<file path="src/rtl/spq_pkg.sv">
// shared types, constants and helper functions of the sorted priority event queue
package spq_pkg;

	localparam int QUEUE_DEPTH   = 32;
	localparam int PAYLOAD_BITS  = 64;
	localparam int PRIORITY_BITS = 3;

	localparam int IDX_W    = $clog2(QUEUE_DEPTH);
	localparam int CNT_W    = $clog2(QUEUE_DEPTH + 1);
	localparam int ID_W     = 8;
	localparam int TS_W     = 32;
	localparam int LIMIT_W  = 9;
	localparam int ACT_W    = 2;
	localparam int NBYTES_W = 4;
	localparam int STATUS_W = 2;

	localparam logic [ACT_W-1:0] ACT_POST  = 2'd0;
	localparam logic [ACT_W-1:0] ACT_POP   = 2'd1;
	localparam logic [ACT_W-1:0] ACT_FLUSH = 2'd2;

	localparam logic [STATUS_W-1:0] ST_OK     = 2'd0;
	localparam logic [STATUS_W-1:0] ST_BAD_ID = 2'd1;
	localparam logic [STATUS_W-1:0] ST_FULL   = 2'd2;
	localparam logic [STATUS_W-1:0] ST_EMPTY  = 2'd3;

	localparam logic [LIMIT_W-1:0] LIMIT_RESET = LIMIT_W'(256);

	typedef struct packed {
		logic [ACT_W-1:0]         action;
		logic [ID_W-1:0]          ev_id;
		logic [PRIORITY_BITS-1:0] priority_req;
		logic [TS_W-1:0]          timestamp;
		logic [PAYLOAD_BITS-1:0]  payload;
		logic [NBYTES_W-1:0]      payload_bytes;
	} req_t;

	typedef struct packed {
		logic [STATUS_W-1:0]      status;
		logic [ID_W-1:0]          out_ev_id;
		logic [PRIORITY_BITS-1:0] out_priority;
		logic [TS_W-1:0]          out_timestamp;
		logic [PAYLOAD_BITS-1:0]  out_payload;
		logic [CNT_W-1:0]         occupancy;
	} rsp_t;

	typedef struct packed {
		logic [ID_W-1:0]          ident;
		logic [PRIORITY_BITS-1:0] prio;
		logic [TS_W-1:0]          ts;
		logic [PAYLOAD_BITS-1:0]  data;
	} entry_t;

	localparam int ENTRY_W = $bits(entry_t);

	// ring position of an offset from the head, sum stays below twice the depth
	function automatic logic [IDX_W-1:0] slot_of(logic [IDX_W-1:0] head,
			logic [CNT_W-1:0] offset);
		logic [CNT_W:0] sum;
		sum = (CNT_W + 1)'(head) + (CNT_W + 1)'(offset);
		if (sum >= (CNT_W + 1)'(QUEUE_DEPTH)) begin
			sum = sum - (CNT_W + 1)'(QUEUE_DEPTH);
		end
		return sum[IDX_W-1:0];
	endfunction

	// zero every payload bit at or above eight times the given byte count
	function automatic logic [PAYLOAD_BITS-1:0] keep_bytes(logic [PAYLOAD_BITS-1:0] value,
			logic [NBYTES_W-1:0] nbytes);
		logic [PAYLOAD_BITS-1:0] result;
		logic [NBYTES_W+2:0]     nbits;
		nbits = {nbytes, 3'b000};
		for (int i = 0; i < PAYLOAD_BITS; i++) begin
			result[i] = value[i] && (i < int'(nbits));
		end
		return result;
	endfunction

endpackage

</file>
<file path="src/rtl/spq_if.sv">
// valid/ready channel interfaces of the sorted priority event queue
interface spq_req_if;
	logic          valid;
	logic          ready;
	spq_pkg::req_t data;
	modport source (output valid, output data, input ready);
	modport sink (input valid, input data, output ready);
endinterface

interface spq_rsp_if;
	logic          valid;
	logic          ready;
	spq_pkg::rsp_t data;
	modport source (output valid, output data, input ready);
	modport sink (input valid, input data, output ready);
endinterface

interface spq_cfg_if;
	logic                         valid;
	logic                         ready;
	logic [spq_pkg::LIMIT_W-1:0]  data;
	modport source (output valid, output data, input ready);
	modport sink (input valid, input data, output ready);
endinterface

</file>
<file path="src/rtl/spq_ram.sv">
// generic simple dual-port ram with registered read
module spq_ram #(
	parameter int WIDTH = 8,
	parameter int DEPTH = 32
) (
	input  logic                     clk,
	input  logic                     we,
	input  logic [$clog2(DEPTH)-1:0] waddr,
	input  logic [WIDTH-1:0]         wdata,
	input  logic                     re,
	input  logic [$clog2(DEPTH)-1:0] raddr,
	output logic [WIDTH-1:0]         rdata
);

	logic [WIDTH-1:0] mem_q [DEPTH];
	logic [WIDTH-1:0] rdata_q;

	always_ff @(posedge clk) begin
		if (we) begin
			mem_q[waddr] <= wdata;
		end
		if (re) begin
			rdata_q <= mem_q[raddr];
		end
	end

	assign rdata = rdata_q;

endmodule

</file>
<file path="src/rtl/sorted_priority_event_queue.sv">
// top level: sorted insertion priority queue with one shared compare unit
//
//  channel | dir | payload                                          | transaction
//  req     | in  | action, ev_id, priority_req, timestamp,          | valid && ready
//          |     | payload, payload_bytes                           |
//  rsp     | out | status, out_ev_id, out_priority,                 | valid && ready
//          |     | out_timestamp, out_payload, occupancy            |
//  cfg     | in  | id limit                                         | valid && ready
//
// pop, flush, rejected post, unused action: done follows the accept, then the result is loaded
// accepted post: the scan moves n entries back one slot (up to 31), then place or done;
// an empty queue goes straight to place; one ram read, compare and write per moved entry
// ready is low from accept until the result is loaded; a stalled rsp holds the block
// in its last step, the result register then frees req for the next transaction
// reset clears head, count and state at once; no clearing pass, the limit goes to 256
module sorted_priority_event_queue (
	input  logic          clk,
	input  logic          arst_n,
	spq_req_if.sink       req,
	spq_rsp_if.source     rsp,
	spq_cfg_if.sink       cfg
);

	import spq_pkg::*;

	localparam logic [1:0] S_IDLE  = 2'd0;
	localparam logic [1:0] S_SCAN  = 2'd1;
	localparam logic [1:0] S_PLACE = 2'd2;
	localparam logic [1:0] S_DONE  = 2'd3;

	logic [1:0]          state_q;
	logic [IDX_W-1:0]    head_q;
	logic [CNT_W-1:0]    count_q;
	logic [CNT_W-1:0]    j_q;
	logic [LIMIT_W-1:0]  limit_q;
	logic [STATUS_W-1:0] status_q;
	logic                pop_q;
	entry_t              new_q;
	logic                out_valid_q;
	rsp_t                out_q;

	logic                accept;
	logic                id_bad;
	logic                full;
	logic                empty;
	logic                out_free;
	logic                goes_after;
	logic [STATUS_W-1:0] status_d;
	entry_t              new_entry;
	entry_t              rentry;
	logic [CNT_W-1:0]    j_m1;
	logic [CNT_W-1:0]    j_m2;
	logic [CNT_W-1:0]    cnt_m1;

	logic               ram_we;
	logic [IDX_W-1:0]   ram_waddr;
	entry_t             ram_wdata;
	logic               ram_re;
	logic [IDX_W-1:0]   ram_raddr;
	logic [ENTRY_W-1:0] ram_rdata;

	spq_ram #(
		.WIDTH(ENTRY_W),
		.DEPTH(QUEUE_DEPTH)
	) u_ram (
		.clk   (clk),
		.we    (ram_we),
		.waddr (ram_waddr),
		.wdata (ram_wdata),
		.re    (ram_re),
		.raddr (ram_raddr),
		.rdata (ram_rdata)
	);

	assign req.ready = (state_q == S_IDLE);
	assign accept    = req.valid && req.ready;
	assign cfg.ready = 1'b1;
	assign rsp.valid = out_valid_q;
	assign rsp.data  = out_q;
	assign out_free  = !out_valid_q || rsp.ready;

	assign id_bad = {1'b0, req.data.ev_id} >= limit_q;
	assign full   = (count_q == CNT_W'(QUEUE_DEPTH));
	assign empty  = (count_q == '0);
	assign j_m1   = j_q - CNT_W'(1);
	assign j_m2   = j_q - CNT_W'(2);
	assign cnt_m1 = count_q - CNT_W'(1);

	always_comb begin
		new_entry.ident = req.data.ev_id;
		new_entry.prio  = req.data.priority_req;
		new_entry.ts    = req.data.timestamp;
		new_entry.data  = keep_bytes(req.data.payload, req.data.payload_bytes);
	end

	always_comb begin
		status_d = ST_OK;
		case (req.data.action)
			ACT_POST: begin
				if (id_bad) begin
					status_d = ST_BAD_ID;
				end else if (full) begin
					status_d = ST_FULL;
				end
			end
			ACT_POP: begin
				if (empty) begin
					status_d = ST_EMPTY;
				end
			end
			default: begin
			end
		endcase
	end

	assign rentry = entry_t'(ram_rdata);

	// stored entry ranks strictly behind the new one: it moves back a slot
	assign goes_after = (rentry.prio < new_q.prio) ||
		((rentry.prio == new_q.prio) && (rentry.ts > new_q.ts));

	always_comb begin
		ram_we    = 1'b0;
		ram_waddr = slot_of(head_q, j_q);
		ram_wdata = new_q;
		ram_re    = 1'b0;
		ram_raddr = head_q;
		case (state_q)
			S_IDLE: begin
				if (accept && req.data.action == ACT_POP && !empty) begin
					ram_re = 1'b1;
				end
				if (accept && req.data.action == ACT_POST && !id_bad && !full && !empty) begin
					ram_re    = 1'b1;
					ram_raddr = slot_of(head_q, cnt_m1);
				end
			end
			S_SCAN: begin
				ram_we = 1'b1;
				if (goes_after) begin
					ram_wdata = rentry;
					if (j_q != CNT_W'(1)) begin
						ram_re    = 1'b1;
						ram_raddr = slot_of(head_q, j_m2);
					end
				end
			end
			S_PLACE: begin
				ram_we = 1'b1;
			end
			default: begin
			end
		endcase
	end

	always_ff @(posedge clk or negedge arst_n) begin
		if (!arst_n) begin
			state_q     <= S_IDLE;
			head_q      <= '0;
			count_q     <= '0;
			limit_q     <= LIMIT_RESET;
			out_valid_q <= 1'b0;
		end else begin
			if (cfg.valid && cfg.ready) begin
				limit_q <= cfg.data;
			end
			case (state_q)
				S_IDLE: begin
					if (accept) begin
						if (req.data.action == ACT_POST && !id_bad && !full) begin
							state_q <= empty ? S_PLACE : S_SCAN;
						end else begin
							state_q <= S_DONE;
						end
						case (req.data.action)
							ACT_POST: begin
								if (!id_bad && !full) begin
									count_q <= count_q + CNT_W'(1);
								end
							end
							ACT_POP: begin
								if (!empty) begin
									head_q  <= slot_of(head_q, CNT_W'(1));
									count_q <= cnt_m1;
								end
							end
							ACT_FLUSH: begin
								head_q  <= '0;
								count_q <= '0;
							end
							default: begin
							end
						endcase
					end
				end
				S_SCAN: begin
					if (!goes_after) begin
						state_q <= S_DONE;
					end else if (j_q == CNT_W'(1)) begin
						state_q <= S_PLACE;
					end
				end
				S_PLACE: begin
					state_q <= S_DONE;
				end
				S_DONE: begin
					if (out_free) begin
						state_q <= S_IDLE;
					end
				end
				default: begin
					state_q <= S_IDLE;
				end
			endcase
			if (state_q == S_DONE && out_free) begin
				out_valid_q <= 1'b1;
			end else if (rsp.ready) begin
				out_valid_q <= 1'b0;
			end
		end
	end

	always_ff @(posedge clk) begin
		if (accept) begin
			new_q    <= new_entry;
			j_q      <= count_q;
			pop_q    <= (req.data.action == ACT_POP) && !empty;
			status_q <= status_d;
		end
		if (state_q == S_SCAN && goes_after) begin
			j_q <= j_m1;
		end
		// popped entry stays in the ram read register, no read is issued in done
		if (state_q == S_DONE && out_free) begin
			out_q.status        <= status_q;
			out_q.out_ev_id     <= pop_q ? rentry.ident : '0;
			out_q.out_priority  <= pop_q ? rentry.prio : '0;
			out_q.out_timestamp <= pop_q ? rentry.ts : '0;
			out_q.out_payload   <= pop_q ? rentry.data : '0;
			out_q.occupancy     <= count_q;
		end
	end

endmodule

</file>
<file path="src/flat_wrapper.sv">
// flat-port wrapper written by rule: the top's interface ports become plain ports
module sorted_priority_event_queue_flat import spq_pkg::*;
  (clk, arst_n, req_valid, req_data, req_ready, rsp_valid, rsp_data, rsp_ready, cfg_valid, cfg_data, cfg_ready);
  spq_req_if req_i ();
  spq_rsp_if rsp_i ();
  spq_cfg_if cfg_i ();
  input  logic clk;
  input  logic arst_n;
  input wire logic [$bits(req_i.valid)-1:0] req_valid;
  input wire logic [$bits(req_i.data)-1:0] req_data;
  output wire logic [$bits(req_i.ready)-1:0] req_ready;
  output wire logic [$bits(rsp_i.valid)-1:0] rsp_valid;
  output wire logic [$bits(rsp_i.data)-1:0] rsp_data;
  input wire logic [$bits(rsp_i.ready)-1:0] rsp_ready;
  input wire logic [$bits(cfg_i.valid)-1:0] cfg_valid;
  input wire logic [$bits(cfg_i.data)-1:0] cfg_data;
  output wire logic [$bits(cfg_i.ready)-1:0] cfg_ready;
  assign req_i.valid = req_valid;
  assign req_i.data = req_data;
  assign req_ready = req_i.ready;
  assign rsp_valid = rsp_i.valid;
  assign rsp_data = rsp_i.data;
  assign rsp_i.ready = rsp_ready;
  assign cfg_i.valid = cfg_valid;
  assign cfg_i.data = cfg_data;
  assign cfg_ready = cfg_i.ready;
  sorted_priority_event_queue u_core (.clk(clk), .arst_n(arst_n), .req(req_i), .rsp(rsp_i), .cfg(cfg_i));
endmodule
</file>
<file path="config.mk">
export PLATFORM = sky130hd
export DESIGN_NAME = sorted_priority_event_queue_flat
export DESIGN_NICKNAME = d
export VERILOG_FILES = /design/src/rtl/spq_pkg.sv /design/src/rtl/spq_if.sv /design/src/rtl/spq_ram.sv /design/src/rtl/sorted_priority_event_queue.sv /design/src/flat_wrapper.sv
export SDC_FILE = /design/constraint.sdc
export NUM_CORES = 2
export LEC_CHECK = 0
export ABC_AREA = 1
export BUFFER_PORTS_ARGS = -buffer_cell sky130_fd_sc_hd__buf_2
export CORE_ASPECT_RATIO = 0.9
export CORE_MARGIN = 4
export CORE_UTILIZATION = 49
export CTS_BUF_LIST = sky130_fd_sc_hd__clkbuf_4
export CTS_CLUSTER_DIAMETER = 150
export CTS_CLUSTER_SIZE = 24
export DETAILED_ROUTE_END_ITERATION = 8
export PLACE_DENSITY = 0.66
export RECOVER_POWER = 25
export SETUP_SLACK_MARGIN = 0.05
export SLEW_MARGIN = 20
export SYNTH_ARGS = -nofsm -noshare
export SYNTH_HDL_FRONTEND = slang
export SYNTH_HIERARCHICAL = 1
export SYNTH_SLANG_ARGS = --single-unit
export TNS_END_PERCENT = 30
</file>
<file path="constraint.sdc">
create_clock -name clk -period 17.3 [get_ports clk]
set_clock_uncertainty 0.05 [all_clocks]
set_input_delay 0 -clock clk [delete_from_list [all_inputs] [get_ports clk]]
set_output_delay 0 -clock clk [all_outputs]
set_load 0.02 [all_outputs]
</file>
==> metrics.yaml <==
status:
  status: "finished with violations"
  violations: "max-capacitance violations, max-slew violations"
synthesis:
  synth_edf_count: 3762
  synth_top_area_share_pct: 74.1
  netlist-cell-type-count: 42
  ys_warn_count: 6
  ys_async_sr_fraction_pct: 0.608
  synth_seq_cells: 3785
  synth_most_common_cell: "nand2_1"
  syn_inst: 12700
  ys_seq_area_share_pct: 74.5
  avgSynthCellArea_sq_um: 12.0
  syn_area_sq_mm: 0.152
  synthTopCellsByArea: "edfxtp_1 (74%), nand2_1 (11%), nand3_1 (10%)"
  synth_top_area_cell: "edfxtp_1"
  synth.net_count: 12900
  synth_ff_type: "edfxtp_1"
  netlist_top_cells_count: "nand2_1 (4,420), edfxtp_1 (3,762), nand3_1 (3,049), buf_2 (487), inv_1 (281)"
floorplan:
  dieWidth_microns: 596
  start_util_pct: 49.2
  core_area_sq_mm: 0.310
  std_cell_rows: 194
  die_height_microns: 537
  io_pins: 245
  die_area_sq_mm: 0.320
hold_path:
  hold_path.class: "in2reg"
  worst_hold_startpoint: "req_data[112]"
  worstHoldPathCells: 7
  hold_path_end: "u_core/count_q[4]"
flow_run:
  drv_cap: 59
global_routing:
  grt_max_degree: 242
  use_met3_pct: 4.62
  met2_usage_pct: 42.4
  grt.busiest_layer: "met2"
  grt_pass1_wl_microns: 649000
  use_met1_pct: 39.5
  antenna_found_initial: 39
  grt_pass1_vias: 96100
  grt_overflow: 0
  grtUsageTotal_pct: 27.2
drt:
  vias: 103000
  drc: 0
  routedWlPerCell_microns: 26.1
  wl_microns: 447000
  ant_nets: 0
  vias_per_cell: 5.99
  first_pass_iters: 6
  drt-initial-drc-count: 15200
sta:
  relSlewSlack_pct: -601
  slew_violations: 1818
  fin_crit_ns: 12.42
  setup_violations: 0
  max_freq_ghz: 0.0805
  post-route-period-util_pct: 71.8
  rsz0062_at_grt: "false"
  fin_setup_tns_ns: 0
  tightestPinTransition_ns: 10.52
  final_hold_viol_count: 0
placement:
  port_buffers: 243
  dp_hpwl_microns: 213000
  routabilityCongestion: 0.842
worst_setup_path:
  critPathKind: "reg2reg"
  timing.critical_path.mode_cell: "nand2_1"
  slowest_stage: "nand2_1"
  path_buf_inv: 6
  cp.required_ns: 18.50
  slowest_delay_ns: 1.84
  cp_top_family: "buffers and inverters"
  rr_startpoint: "u_core/u_ram/rdata[71]"
  critPathMaxFanout: 99
  reg2reg_setup_slack_ns: 4.88
  r2r-end: "u_core/u_ram/rdata[49]"
  crit_path_end_kind: "register"
  reg2reg_depth: 28
  worst_setup_path_start_kind: "register"
  worstPathArrival_ns: 13.62
clocking:
  cts_tree: "done"
  clk_latency_ns: 1.45
  cts_root_buf: "clkbuf_4"
  clockBufferDepth: 4
  cts_inserted_buffers: 184
  path_clk_slew_ns: 0.24
  cts_max_level: 4
  cts_num_sinks: 3785
final_layout:
  drive_gt1_share_pct: 3.93
  fin_nets: 13200
  area_growth_syn_to_layout_pct: 6.85
-- cell type report --
cell class | instances | area, sq um
Antenna cell | 14 | 35.0
Inverter | 288 | 1130
Clock buffer | 206 | 1550
Multi-Input combinational cell | 7823 | 34300
Tap cell | 4116 | 5150
Timing Repair Buffer | 893 | 7110
Fill cell | 26100 | 147000
Sequential cell | 3785 | 114000
Clock inverter | 5 | 73.8
-- layer usage --
layer	part of all wire, %	wire length (microns)	vias to the layer above
li1	-	-	44800
met4	3.4	15400	20
met5	0.026	115	-
met3	12	54200	861
met2	45	202000	6191
met1	39	175000	50700
-- worst max path at each step --
stage	from	end	slack (ns)	depth (start not counted)
after floorplan	u_core/state_q[0]	u_core/u_ram/rdata[0]	10.37	8
after global placement	u_core/u_ram/rdata[71]	u_core/u_ram/rdata[47]	8.02	28
after detailed placement	u_core/u_ram/rdata[71]	u_core/u_ram/rdata[68]	7.90	28
after CTS	u_core/u_ram/rdata[71]	u_core/u_ram/rdata[49]	7.81	28
after global routing	u_core/u_ram/rdata[71]	u_core/u_ram/rdata[49]	4.44	28
final	u_core/u_ram/rdata[71]	u_core/u_ram/rdata[49]	4.88	28
-- kinds of logic after synthesis --
family	count (synthesis)	synth area share, %
and+or+nand+nor	7602	21.3
DFF	3785	74.5
buffers and inverters	1066	3.11
AOI/OAI and AO/OA	127	0.439
adders and majority gates	72	0.606
xor gates and xnor gates	20	0.115
other	1	0.00246
muxes	1	0.00738
-- per-stage QoR --
stage | utilization [%] | cells | worst slack [ns] | cell area [sq um] | hold WS (ns)
CTS | 52.7 | 17100 | 7.81 | 164000 | 0.0169
floorplan | - | 12700 | 10.37 | 152000 | -0.346
global route | 52.5 | 17100 | 4.44 | 163000 | 0.132
global placement | 50.7 | 16500 | 8.02 | 157000 | -0.0238
finish | 52.5 | 17100 | 4.88 | 163000 | 0.184
detailed placement | 50.8 | 16500 | 7.90 | 158000 | -0.0163
-- placed cells by master, fill, tap and decap left out, types with 3 or more instances in the layout --
| cell type | synthesis | routed |
|---|---|---|
| o21ai_2 | 0 | 5 |
| nand2_1 | 4420 | 4423 |
| inv_8 | 0 | 5 |
| o21ai_4 | 0 | 3 |
| a21o_1 | 3 | 3 |
| nor3_1 | 6 | 7 |
| edfxtp_1 | 3762 | 3762 |
| clkbuf_1 | 187 | 184 |
| nor2_4 | 0 | 4 |
| buf_2 | 487 | 104 |
| diode_2 | 0 | 14 |
| o21ai_0 | 60 | 46 |
| nor2_1 | 112 | 107 |
| nand3_1 | 3049 | 3044 |
| nand4_1 | 4 | 4 |
| fa_1 | 3 | 3 |
| xnor2_1 | 6 | 6 |
| dlygate4sd3_1 | 0 | 441 |
| clkbuf_4 | 0 | 206 |
| nand3_4 | 0 | 5 |
| ha_1 | 69 | 69 |
| a21oi_1 | 35 | 34 |
| buf_12 | 0 | 17 |
| xor2_1 | 14 | 14 |
| dfrtp_1 | 22 | 22 |
| buf_4 | 12 | 141 |
| o21ai_1 | 20 | 26 |
| inv_1 | 281 | 280 |
-- flip-flops by register name, indices dropped and copies added, names as in the netlist, 5 cells and up --
name,cells
u_core/count_q,6
u_core/rsp.data,115
u_core/limit_q,9
u_core/head_q,5
u_core/u_ram/rdata,107
u_core/new_q,107
u_core/u_ram/mem_q,3424
u_core/j_q,6
-- worst register-to-register path: cells and delay by family (launching register included) --
family | cells | cell delay (ns)
fa+ha+maj | 1 | 0.31
simple gates | 21 | 5.17
flops | 1 | 0.48
buf+inv | 6 | 6.23
-- repair_timing --
| item | CTS | global route |
|---|---|---|
| hold buffers | 442 | 0 |
| gates resized for setup | 0 | 0 |
| hold endpoints to repair | 408 | 0 |
| buffers inserted | 0 | 0 |
Power is left out: the tool's default activity adds up to more than one toggle a clock period on the data nets, which glitch-free logic cannot reach.
